$ cat src/design/utld_pkg.sv
`timescale 1ns / 1ps
// ----------------------------------------------------------------------------
// UTC to local date/time: shared types and constants
// Calendar constants, the time-of-day bundle and small lookup functions used
// by the day-count front end and the civil-date back end.
// ----------------------------------------------------------------------------
package utld_pkg;

    localparam logic [17:0] DaysPerEra     = 18'd146097;
    localparam logic [17:0] DaysPerCentury = 18'd36524;
    localparam logic [17:0] DaysPer4Years  = 18'd1460;
    localparam logic [17:0] DaysPerYear    = 18'd365;
    localparam logic [8:0]  YearsPerEra    = 9'd400;
    localparam logic [10:0] MinPerDay      = 11'd1440;
    localparam logic [10:0] MinPerHour     = 11'd60;
    localparam logic [5:0]  SecPerMin      = 6'd60;

    typedef struct packed {
        logic [4:0] hour;
        logic [5:0] minute;
        logic [5:0] second;
    } t_tod;

    // Day of the March-based year on which month index idx starts
    function automatic logic [8:0] month_start(input logic [3:0] idx);
        logic [8:0] v;
        unique case (idx)
            4'd0:    v = 9'd0;
            4'd1:    v = 9'd31;
            4'd2:    v = 9'd61;
            4'd3:    v = 9'd92;
            4'd4:    v = 9'd122;
            4'd5:    v = 9'd153;
            4'd6:    v = 9'd184;
            4'd7:    v = 9'd214;
            4'd8:    v = 9'd245;
            4'd9:    v = 9'd275;
            4'd10:   v = 9'd306;
            4'd11:   v = 9'd337;
            4'd12:   v = 9'd367;
            default: v = 9'd0;
        endcase
        return v;
    endfunction

    // Whole centuries in a year of era (0..399)
    function automatic logic [1:0] cent_of(input logic [8:0] yoe);
        logic [1:0] v;
        priority if (yoe >= 9'd300) begin
            v = 2'd3;
        end else if (yoe >= 9'd200) begin
            v = 2'd2;
        end else if (yoe >= 9'd100) begin
            v = 2'd1;
        end else begin
            v = 2'd0;
        end
        return v;
    endfunction

endpackage

$ cat src/design/utld_front.sv
`timescale 1ns / 1ps
// ----------------------------------------------------------------------------
// UTC to local date/time: day-count front end
// Five-stage pipeline: maps the UTC date to a day count within the era
// system, applies the offset to the minute of day, splits off the day carry
// and forms a non-negative shifted day number plus the local time of day.
// ----------------------------------------------------------------------------
module utld_front (
    input  logic               i_clk,
    input  logic               i_rst_n,
    input  logic               i_valid,
    input  logic [13:0]        i_year,
    input  logic [3:0]         i_month,
    input  logic [4:0]         i_day,
    input  logic [4:0]         i_hour,
    input  logic [5:0]         i_minute,
    input  logic [5:0]         i_second,
    input  logic signed [10:0] i_tz_offset,
    output logic               o_valid,
    output logic [22:0]        o_days,
    output utld_pkg::t_tod     o_tod
);
    import utld_pkg::*;

    // floor(2^15 / 400): quotient low by at most one
    localparam logic [21:0] RecipEra  = 22'd81;
    // ceil(2^18 / 60): exact for minutes of a day
    localparam logic [23:0] RecipHour = 24'd4370;

    logic               r_s1_v, r_s2_v, r_s3_v, r_s4_v, r_s5_v;

    logic               jan_feb;
    logic [3:0]         mi;
    logic               sec_carry;
    logic [10:0]        hm;
    logic [14:0]        n_s1_x;
    logic signed [9:0]  n_s1_doy;
    logic signed [12:0] n_s1_min;
    logic [5:0]         n_s1_sec;
    logic [14:0]        r_s1_x;
    logic signed [9:0]  r_s1_doy;
    logic signed [12:0] r_s1_min;
    logic [5:0]         r_s1_sec;

    logic [21:0]        era_prod;
    logic [5:0]         n_s2_q0;
    logic signed [2:0]  n_s2_c;
    logic [10:0]        n_s2_mrem;
    logic [5:0]         r_s2_q0;
    logic [14:0]        r_s2_x;
    logic signed [9:0]  r_s2_doy;
    logic signed [2:0]  r_s2_c;
    logic [10:0]        r_s2_mrem;
    logic [5:0]         r_s2_sec;

    logic [14:0]        era_rem;
    logic [23:0]        hour_prod;
    logic [8:0]         n_s3_yoe;
    logic [5:0]         n_s3_e;
    logic [8:0]         r_s3_yoe;
    logic [5:0]         r_s3_e;
    logic signed [9:0]  r_s3_doy;
    logic signed [2:0]  r_s3_c;
    logic [4:0]         r_s3_hour;
    logic [10:0]        r_s3_mrem;
    logic [5:0]         r_s3_sec;

    logic [17:0]        doe_u;
    logic [10:0]        min_rem;
    logic signed [18:0] n_s4_doe;
    logic signed [18:0] r_s4_doe;
    logic [5:0]         r_s4_e;
    logic signed [2:0]  r_s4_c;
    t_tod               n_s4_tod;
    t_tod               r_s4_tod;

    logic [22:0]        era_base;
    logic signed [23:0] n_s5_sum;
    logic [22:0]        r_s5_days;
    t_tod               r_s5_tod;

    // Stage 1: March-based year shift, day of year, minute of day plus offset
    always_comb begin
        jan_feb   = (i_month <= 4'd2);
        mi        = jan_feb ? i_month + 4'd9 : i_month - 4'd3;
        n_s1_x    = {1'b0, i_year} + 15'({YearsPerEra}) - {14'd0, jan_feb};
        n_s1_doy  = $signed({1'b0, month_start(mi)} + {5'd0, i_day} - 10'd1);
        sec_carry = (i_second >= SecPerMin);
        n_s1_sec  = sec_carry ? i_second - SecPerMin : i_second;
        hm        = {6'd0, i_hour} * MinPerHour + {5'd0, i_minute} + {10'd0, sec_carry};
        n_s1_min  = $signed({2'b00, hm}) + 13'(i_tz_offset);
    end

    // Stage 2: era estimate, day carry from the minute of day
    always_comb begin
        era_prod = 22'(r_s1_x) * RecipEra;
        n_s2_q0  = era_prod[20:15];
        priority if (r_s1_min < 13'sd0) begin
            n_s2_c    = -3'sd1;
            n_s2_mrem = 11'(r_s1_min + 13'sd1440);
        end else if (r_s1_min >= 13'sd2880) begin
            n_s2_c    = 3'sd2;
            n_s2_mrem = 11'(r_s1_min - 13'sd2880);
        end else if (r_s1_min >= 13'sd1440) begin
            n_s2_c    = 3'sd1;
            n_s2_mrem = 11'(r_s1_min - 13'sd1440);
        end else begin
            n_s2_c    = 3'sd0;
            n_s2_mrem = 11'(r_s1_min);
        end
    end

    // Stage 3: correct era quotient, hour of day
    always_comb begin
        era_rem = r_s2_x - {9'd0, r_s2_q0} * 15'({YearsPerEra});
        if (era_rem >= 15'({YearsPerEra})) begin
            n_s3_yoe = 9'(era_rem - 15'({YearsPerEra}));
            n_s3_e   = r_s2_q0 + 6'd1;
        end else begin
            n_s3_yoe = era_rem[8:0];
            n_s3_e   = r_s2_q0;
        end
        hour_prod = 24'(r_s2_mrem) * RecipHour;
    end

    // Stage 4: day of era, minute of hour
    always_comb begin
        doe_u    = {9'd0, r_s3_yoe} * DaysPerYear + {11'd0, r_s3_yoe[8:2]}
                   - {16'd0, cent_of(r_s3_yoe)};
        n_s4_doe = $signed({1'b0, doe_u}) + 19'(r_s3_doy);
        min_rem  = r_s3_mrem - {6'd0, r_s3_hour} * MinPerHour;
        n_s4_tod.hour   = r_s3_hour;
        n_s4_tod.minute = min_rem[5:0];
        n_s4_tod.second = r_s3_sec;
    end

    // Stage 5: day number counted from two eras before the year shift base
    always_comb begin
        era_base = ({17'd0, r_s4_e} + 23'd1) * {5'd0, DaysPerEra};
        n_s5_sum = $signed({1'b0, era_base}) + 24'(r_s4_doe) + 24'(r_s4_c);
    end

    always_ff @(posedge i_clk) begin
        if (!i_rst_n) begin
            r_s1_v <= 1'b0;
            r_s2_v <= 1'b0;
            r_s3_v <= 1'b0;
            r_s4_v <= 1'b0;
            r_s5_v <= 1'b0;
        end else begin
            r_s1_v <= i_valid;
            r_s2_v <= r_s1_v;
            r_s3_v <= r_s2_v;
            r_s4_v <= r_s3_v;
            r_s5_v <= r_s4_v;
        end
    end

    always_ff @(posedge i_clk) begin
        r_s1_x    <= n_s1_x;
        r_s1_doy  <= n_s1_doy;
        r_s1_min  <= n_s1_min;
        r_s1_sec  <= n_s1_sec;

        r_s2_q0   <= n_s2_q0;
        r_s2_x    <= r_s1_x;
        r_s2_doy  <= r_s1_doy;
        r_s2_c    <= n_s2_c;
        r_s2_mrem <= n_s2_mrem;
        r_s2_sec  <= r_s1_sec;

        r_s3_yoe  <= n_s3_yoe;
        r_s3_e    <= n_s3_e;
        r_s3_doy  <= r_s2_doy;
        r_s3_c    <= r_s2_c;
        r_s3_hour <= hour_prod[22:18];
        r_s3_mrem <= r_s2_mrem;
        r_s3_sec  <= r_s2_sec;

        r_s4_doe  <= n_s4_doe;
        r_s4_e    <= r_s3_e;
        r_s4_c    <= r_s3_c;
        r_s4_tod  <= n_s4_tod;

        r_s5_days <= n_s5_sum[22:0];
        r_s5_tod  <= r_s4_tod;
    end

    assign o_valid = r_s5_v;
    assign o_days  = r_s5_days;
    assign o_tod   = r_s5_tod;

`ifndef SYNTHESIS
    a_mrem_range: assert property (@(posedge i_clk) disable iff (!i_rst_n)
        r_s2_v |-> r_s2_mrem < MinPerDay)
        else $error("minute of day out of range after day carry");
    a_yoe_range: assert property (@(posedge i_clk) disable iff (!i_rst_n)
        r_s3_v |-> r_s3_yoe < YearsPerEra)
        else $error("year of era not reduced");
    a_tod_range: assert property (@(posedge i_clk) disable iff (!i_rst_n)
        r_s4_v |-> (r_s4_tod.hour < 5'd24 && r_s4_tod.minute < 6'd60
                    && r_s4_tod.second < 6'd60))
        else $error("time of day out of range");
`endif

endmodule

$ cat src/design/utld_civil.sv
`timescale 1ns / 1ps
// ----------------------------------------------------------------------------
// UTC to local date/time: civil date back end
// Eight-stage pipeline: splits the shifted day number into era and day of
// era, derives year of era, day of year and month, and assembles the local
// date. The time of day travels alongside.
// ----------------------------------------------------------------------------
module utld_civil (
    input  logic           i_clk,
    input  logic           i_rst_n,
    input  logic           i_valid,
    input  logic [22:0]    i_days,
    input  utld_pkg::t_tod i_tod,
    output logic           o_valid,
    output logic [13:0]    o_year,
    output logic [3:0]     o_month,
    output logic [4:0]     o_day,
    output utld_pkg::t_tod o_tod
);
    import utld_pkg::*;

    // floor(2^23 / 146097), floor(2^18 / 1460), floor(2^18 / 365):
    // each quotient low by at most one, fixed by one compare
    localparam logic [28:0] RecipDaysEra  = 29'd57;
    localparam logic [25:0] RecipDays4Yr  = 26'd179;
    localparam logic [27:0] RecipDaysYear = 28'd718;

    logic [7:0]  r_v;
    t_tod        r_tod [8];

    logic [28:0] c1_prod;
    logic [5:0]  r_c1_q0;
    logic [22:0] r_c1_x;

    logic [22:0] c2_rem;
    logic [17:0] n_c2_doe;
    logic [5:0]  n_c2_e;
    logic [17:0] r_c2_doe;
    logic [5:0]  r_c2_e;

    logic [25:0] c3_prod;
    logic [1:0]  n_c3_bc;
    logic [6:0]  r_c3_a0;
    logic [1:0]  r_c3_bc;
    logic [17:0] r_c3_doe;
    logic [5:0]  r_c3_e;

    logic [17:0] c4_rem;
    logic [6:0]  c4_a;
    logic [17:0] r_c4_t;
    logic [17:0] r_c4_doe;
    logic [5:0]  r_c4_e;

    logic [27:0] c5_prod;
    logic [8:0]  r_c5_y0;
    logic [17:0] r_c5_t;
    logic [17:0] r_c5_doe;
    logic [5:0]  r_c5_e;

    logic [17:0] c6_rem;
    logic [8:0]  n_c6_yoe;
    logic [8:0]  r_c6_yoe;
    logic [17:0] r_c6_doe;
    logic [5:0]  r_c6_e;

    logic [17:0] c7_full;
    logic [8:0]  r_c7_doy;
    logic [8:0]  r_c7_yoe;
    logic [5:0]  r_c7_e;

    logic [3:0]  mp;
    logic [8:0]  c8_dom;
    logic [3:0]  n_c8_month;
    logic        c8_jf;
    logic [13:0] n_c8_year;
    logic [13:0] r_c8_year;
    logic [3:0]  r_c8_month;
    logic [4:0]  r_c8_day;

    // C1: era estimate
    assign c1_prod = {6'd0, i_days} * RecipDaysEra;

    // C2: correct era, day of era
    always_comb begin
        c2_rem = r_c1_x - {17'd0, r_c1_q0} * {5'd0, DaysPerEra};
        if (c2_rem >= {5'd0, DaysPerEra}) begin
            n_c2_doe = 18'(c2_rem - {5'd0, DaysPerEra});
            n_c2_e   = r_c1_q0 + 6'd1;
        end else begin
            n_c2_doe = c2_rem[17:0];
            n_c2_e   = r_c1_q0;
        end
    end

    // C3: four-year estimate, centuries less the last day of the era
    always_comb begin
        c3_prod = {8'd0, r_c2_doe} * RecipDays4Yr;
        priority if (r_c2_doe >= 18'(DaysPerCentury * 3)) begin
            n_c3_bc = 2'd3;
        end else if (r_c2_doe >= 18'(DaysPerCentury * 2)) begin
            n_c3_bc = 2'd2;
        end else if (r_c2_doe >= DaysPerCentury) begin
            n_c3_bc = 2'd1;
        end else begin
            n_c3_bc = 2'd0;
        end
    end

    // C4: leap-corrected day count
    always_comb begin
        c4_rem = r_c3_doe - {11'd0, r_c3_a0} * DaysPer4Years;
        c4_a   = r_c3_a0 + {6'd0, (c4_rem >= DaysPer4Years)};
    end

    // C5: year estimate
    assign c5_prod = {10'd0, r_c4_t} * RecipDaysYear;

    // C6: correct year of era
    always_comb begin
        c6_rem   = r_c5_t - {9'd0, r_c5_y0} * DaysPerYear;
        n_c6_yoe = r_c5_y0 + {8'd0, (c6_rem >= DaysPerYear)};
    end

    // C7: day of the March-based year
    assign c7_full = r_c6_doe - ({9'd0, r_c6_yoe} * DaysPerYear + {11'd0, r_c6_yoe[8:2]}
                     - {16'd0, cent_of(r_c6_yoe)});

    // C8: month, day and year
    always_comb begin
        mp = 4'd0;
        for (int i = 1; i < 12; i++) begin
            if (r_c7_doy >= month_start(4'(i))) begin
                mp = 4'(i);
            end
        end
        c8_dom     = r_c7_doy - month_start(mp) + 9'd1;
        c8_jf      = (mp >= 4'd10);
        n_c8_month = c8_jf ? mp - 4'd9 : mp + 4'd3;
        n_c8_year  = {5'd0, r_c7_yoe} + {8'd0, r_c7_e} * 14'({YearsPerEra})
                     - 14'd800 + {13'd0, c8_jf};
    end

    always_ff @(posedge i_clk) begin
        if (!i_rst_n) begin
            r_v <= '0;
        end else begin
            r_v <= {r_v[6:0], i_valid};
        end
    end

    always_ff @(posedge i_clk) begin
        r_tod[0] <= i_tod;
        for (int k = 1; k < 8; k++) begin
            r_tod[k] <= r_tod[k-1];
        end

        r_c1_q0    <= c1_prod[28:23];
        r_c1_x     <= i_days;

        r_c2_doe   <= n_c2_doe;
        r_c2_e     <= n_c2_e;

        r_c3_a0    <= c3_prod[24:18];
        r_c3_bc    <= n_c3_bc;
        r_c3_doe   <= r_c2_doe;
        r_c3_e     <= r_c2_e;

        r_c4_t     <= r_c3_doe - {11'd0, c4_a} + {16'd0, r_c3_bc};
        r_c4_doe   <= r_c3_doe;
        r_c4_e     <= r_c3_e;

        r_c5_y0    <= c5_prod[26:18];
        r_c5_t     <= r_c4_t;
        r_c5_doe   <= r_c4_doe;
        r_c5_e     <= r_c4_e;

        r_c6_yoe   <= n_c6_yoe;
        r_c6_doe   <= r_c5_doe;
        r_c6_e     <= r_c5_e;

        r_c7_doy   <= c7_full[8:0];
        r_c7_yoe   <= r_c6_yoe;
        r_c7_e     <= r_c6_e;

        r_c8_year  <= n_c8_year;
        r_c8_month <= n_c8_month;
        r_c8_day   <= c8_dom[4:0];
    end

    assign o_valid = r_v[7];
    assign o_year  = r_c8_year;
    assign o_month = r_c8_month;
    assign o_day   = r_c8_day;
    assign o_tod   = r_tod[7];

`ifndef SYNTHESIS
    a_doe_range: assert property (@(posedge i_clk) disable iff (!i_rst_n)
        r_v[1] |-> r_c2_doe < DaysPerEra)
        else $error("day of era not reduced");
    a_yoe_range: assert property (@(posedge i_clk) disable iff (!i_rst_n)
        r_v[5] |-> r_c6_yoe < YearsPerEra)
        else $error("year of era out of range");
    a_latency: assert property (@(posedge i_clk) disable iff (!i_rst_n)
        o_valid |-> $past(i_valid, 8))
        else $error("result without a matching transfer");
`endif

endmodule

$ cat src/design/utc_to_local_datetime.sv
`timescale 1ns / 1ps
// ----------------------------------------------------------------------------
// UTC to local date/time converter
// Converts a UTC calendar date and time to local date and time under a
// configured signed offset in minutes.
// ----------------------------------------------------------------------------
// Usage:
//   Input: drive the UTC fields and raise start; the item transfers at each
//   rising edge with start high and busy low. busy stays low, so one item
//   may transfer in every cycle.
//   Output: each result is shown for one cycle with o_valid high and
//   transfers at the edge that ends that cycle; the receiver has no stall.
//   Results come out in input order; each passes through the 5-stage
//   day-count front end and then the 8-stage civil-date back end before it
//   is shown on the ports. Throughput is one item per cycle.
//   Configuration: i_cfg_we writes i_cfg_wdata to the offset register;
//   write it only while no item is in flight.
//   Reset: synchronous, active low; clears the pipeline valid bits and sets
//   the offset to zero. Items in flight at reset are dropped.
// ----------------------------------------------------------------------------
module utc_to_local_datetime (
    input  logic               i_clk,
    input  logic               i_rst_n,
    input  logic               start,
    output logic               busy,
    input  logic               i_cfg_we,
    input  logic signed [10:0] i_cfg_wdata,
    input  logic [13:0]        i_utc_year,
    input  logic [3:0]         i_utc_month,
    input  logic [4:0]         i_utc_day,
    input  logic [4:0]         i_utc_hour,
    input  logic [5:0]         i_utc_minute,
    input  logic [5:0]         i_utc_second,
    output logic               o_valid,
    output logic [13:0]        o_local_year,
    output logic [3:0]         o_local_month,
    output logic [4:0]         o_local_day,
    output logic [4:0]         o_local_hour,
    output logic [5:0]         o_local_minute,
    output logic [5:0]         o_local_second
);
    import utld_pkg::*;

    logic signed [10:0] r_tz_offset;
    logic               in_xfer;
    logic               front_valid;
    logic [22:0]        front_days;
    t_tod               front_tod;
    t_tod               local_tod;

    assign busy    = 1'b0;
    assign in_xfer = start & ~busy;

    always_ff @(posedge i_clk) begin
        if (!i_rst_n) begin
            r_tz_offset <= '0;
        end else if (i_cfg_we) begin
            r_tz_offset <= i_cfg_wdata;
        end
    end

    utld_front u_front (
        .i_clk       (i_clk),
        .i_rst_n     (i_rst_n),
        .i_valid     (in_xfer),
        .i_year      (i_utc_year),
        .i_month     (i_utc_month),
        .i_day       (i_utc_day),
        .i_hour      (i_utc_hour),
        .i_minute    (i_utc_minute),
        .i_second    (i_utc_second),
        .i_tz_offset (r_tz_offset),
        .o_valid     (front_valid),
        .o_days      (front_days),
        .o_tod       (front_tod)
    );

    utld_civil u_civil (
        .i_clk   (i_clk),
        .i_rst_n (i_rst_n),
        .i_valid (front_valid),
        .i_days  (front_days),
        .i_tod   (front_tod),
        .o_valid (o_valid),
        .o_year  (o_local_year),
        .o_month (o_local_month),
        .o_day   (o_local_day),
        .o_tod   (local_tod)
    );

    assign o_local_hour   = local_tod.hour;
    assign o_local_minute = local_tod.minute;
    assign o_local_second = local_tod.second;

endmodule

$ cat config.mk
export PLATFORM = sky130hd
export DESIGN_NAME = utc_to_local_datetime
export DESIGN_NICKNAME = d
export VERILOG_FILES = /design/src/design/utld_pkg.sv /design/src/design/utld_front.sv /design/src/design/utld_civil.sv /design/src/design/utc_to_local_datetime.sv
export SDC_FILE = /design/constraint.sdc
export NUM_CORES = 2
export LEC_CHECK = 0
export ABC_AREA = 1
export BUFFER_PORTS_ARGS = -buffer_cell sky130_fd_sc_hd__buf_4
export CAP_MARGIN = 20
export CORE_MARGIN = 2
export CORE_UTILIZATION = 60
export CTS_BUF_LIST = sky130_fd_sc_hd__clkbuf_8
export DETAILED_ROUTE_END_ITERATION = 7
export GPL_TIMING_DRIVEN = 0
export PLACE_DENSITY = 0.81
export SYNTH_ARGS = -nofsm -noshare
export SYNTH_HDL_FRONTEND = slang
export SYNTH_SLANG_ARGS = --single-unit
$ cat constraint.sdc
create_clock -name i_clk -period 19 [get_ports i_clk]
set_input_delay 0.95 -clock i_clk [delete_from_list [all_inputs] [get_ports i_clk]]
set_output_delay 0.95 -clock i_clk [all_outputs]
set_load 0.03 [all_outputs]
==> summary.md <==
| Metric | Value |
|---|---|
| DP HPWL | around 70000 um |
| Crit-path max cell delay | between 0.5 and 0.6 ns |
| WL/cell | 13.73 um |
| I/O Pins | 97 |
| Count of final hold-check violations | 0 |
| Number of setup buffers added after CTS | 0 |
| Commonest non-fill, non-tap cell in the layout | inv_1 |
| Die width | between 200 and 300 um |
| Setup CP Type | reg -> reg |
| Die area | approximately 0.079 mm2 |
| DP Worst Slack | between 10 and 15 ns |
| Rows | slightly above 100 |
| Placeable Area | ~0.076 mm2 |
| Final setup margin | roughly 10 ns |
| Initial core utilization | slightly above 60% |
| Commonest cells after routing, fill and taps aside | 1110 x inv_1, 863 x ha_1, 698 x nand2_1, 617 x dfxtp_1, 381 x fa_1 |
| First-pass GRT wire length | around 150000 um |
| Clk_lat worst skew | just under 0.8 ns |
| Synth Flop Type | dfxtp_1 |
| CTS Sinks | a little over 600 |
| Final nets | about 6600 |
| Post-route antenna net violation count | 0 |
| Largest net degree at the start of global routing | 20 |
| Grt ovf | 0 |
| Flops & latches, synth | just over 600 |
| Fillers | 5971 |
| Clock transition at path regs | about 0.06 ns |
| Synthesized instance count | ~5000 |
| Asr flop ratio synth | 0% |
| # DRC | 0 |
| Initial antenna violation count | 1 |
| Post-cts sizing count | 0 |
| CP startpoint kind | register |
| Syn Nets | 6421 |
| Root Buffer | clkbuf_8 |
| Slew Limit Fails | 0 |
| Worst setup EP type | register |
| Post-route clock period utilization | a little under half |
| Port Buf Inserts | 95 |
| Max clock buf depth | 3 |
| CP arrival | between 9 and 10 ns |
| FMAX | approximately 120 MHz |
| Hold WC Path Type | in -> reg |
| TritonCTS clock tree | yes |
| Slew margin rel. | 54.68% |
| Vias in the first global route | approximately 34000 |
| Initial DRC count | 1363 |
| Seq/Total Area, Yosys | around a quarter |
| Vias per cell | slightly above 5 |
| CP required | between 15 and 20 ns |
| CP most frequent cell | ha_1 |
| Slowest CP cell | fa_1 |
| Final min period | between 8 and 9 ns |
| H-tree depth | 3 |
| Share of cells above drive strength 1 | just over 6% |
| Clock buffer count from CTS | 101 |
| Unrepaired setup endpoints after global routing | no |
| Post-synth EDFFs | 0 |
| Chip height | about 280 um |
| Syn. warnings | 0 |
| Final setup vio count | 0 |
| GRT Overall Usage | a little under a quarter |
| Post-CTS Hold Buffers | 0 |
| Final setup skew | 0.06738 ns |
| Routed WL | 88250 um |
| Vias | ~33000 |
| Mapped cell area | roughly 0.046 mm2 |
| Status | completed |
| Slew @ Worst Pin | 0.6789 ns |
| Cell variety after synth | 60 |
| Length of the first detailed-routing pass in iterations | 5 |
| CP max FO | 5 |
| Area grow syn2layout | 9.232% |
| Setup_tns | 0 ns |
| GPL Wtd Cong | a little over 0.9 |
| Mapped Avg Cell Area | ~9 um2 |
| Max-cap viol count | 0 |
[logic make-up after synthesis]
kind of cell | share of synthesized area (%)
other cells | 0.008092
buf+inv | 9.342
flops | 26.66
mux | 0.02430
fa+ha+maj | 39.76
compound gates | 6.858
xor+xnor | 5.762
simple gates | 11.59
[worst paths after layout]
path,from,to,slack (ns),depth (start not counted)
min,i_utc_second[0],u_front.r_s1_sec[0],0.28,1
max,u_civil.r_c3_a0[3],u_civil.r_c4_t[14],10.41,36
min reg2reg,u_civil.r_tod[0][26],u_civil.r_tod[0][43],0.30,0
max reg2reg,u_civil.r_c3_a0[3],u_civil.r_c4_t[14],10.41,36
[layout make-up]
type / instances / area [um2] / share of cell area, %
Clock buffer: 117 / 1610 / 3.181
Clock inverter: 61 / 663.1 / 1.310
Multi-Input combinational cell: 3378 / 29660 / 58.59
Buffer: 35 / 230.2 / 0.4548
Inverter: 1092 / 4099 / 8.098
Sequential cell: 617 / 12350 / 24.40
Antenna cell: 1 / 2.502 / 0.004944
Tap cell: 1030 / 1289 / 2.546
Timing Repair Buffer: 95 / 713.2 / 1.409
[state kept, by name, indices dropped and copies added (netlist names), 10 cells and up]
register	cells
u_front.r_s2_doy	10
u_civil.r_c2_doe	18
u_front.r_s4_tod	17
u_civil.r_c1_x	23
u_front.r_s2_x	15
u_civil.r_c4_t	18
u_front.o_days	23
u_civil.r_c5_t	18
u_civil.r_c3_doe	18
u_front.o_tod	17
u_front.r_s1_min	13
u_front.r_s1_doy	10
u_front.r_s2_mrem	11
r_tz_offset	11
u_front.r_s3_doy	10
u_front.r_s4_doe	19
u_civil.o_year	14
u_front.r_s1_x	15
u_civil.r_tod	136
[cells in the mapped netlist (8+ instances only)]
| cell | number | area share, % |
|---|---|---|
| xor2_1 | 219 | 4.1 |
| o31ai_1 | 17 | 0.28 |
| fa_1 | 381 | 16 |
| nand3b_1 | 11 | 0.18 |
| nor3_1 | 33 | 0.36 |
| nand4_1 | 57 | 0.77 |
| o21bai_1 | 13 | 0.21 |
| a211oi_1 | 8 | 0.13 |
| a21o_1 | 21 | 0.34 |
| xnor2_1 | 84 | 1.6 |
| a31oi_1 | 16 | 0.22 |
| ha_1 | 863 | 23 |
| or2_2 | 10 | 0.14 |
| nand2_1 | 698 | 5.7 |
| inv_1 | 1087 | 8.8 |
| nor2_1 | 206 | 1.7 |
| buf_4 | 20 | 0.32 |
| o21ai_0 | 162 | 1.7 |
| o211ai_1 | 11 | 0.18 |
| dfxtp_1 | 617 | 27 |
| nand3_1 | 181 | 2.0 |
| a21oi_1 | 291 | 3.1 |
| nand2_2 | 29 | 0.39 |
| nor4_1 | 8 | 0.11 |
| clkbuf_1 | 9 | 0.073 |
[metrics by stage]
| step | area [um2] | util [%] | cells | hold WS [ns] |
|---|---|---|---|---|
| floorplan | 46340 | - | 5122 | 0.3096 |
| global placement | 48340 | 63.44 | 6247 | 0.3096 |
| detailed placement | 48340 | 63.44 | 6247 | 0.3121 |
| CTS | 50610 | 66.42 | 6425 | 0.2163 |
| global route | 50620 | 66.43 | 6426 | 0.2353 |
| finish | 50620 | 66.43 | 6426 | 0.2758 |
[worst max-delay path: cells and delay by family, from the launching register on]
family	cells	cell delay [ns]
AO/OA/AOI/OAI	9	2.17
AND/OR/NAND/NOR	11	1.43
flip-flops	1	0.51
XOR/XNOR	2	0.30
adder cells (fa/ha/maj)	10	3.85
buffers and inverters	4	0.21
[routing by layer]
layer	global-route usage [%]	vias to the layer above	wire [um]
li1	-	16630	-
met1	27.87	15520	37960
met2	42.50	609	44580
met4	7.160	0	2230
met3	3.290	170	3469
met5	0	-	0
Power is not shown: default switching activity piles up to over one toggle a cycle in this logic, so the estimate is an artifact.
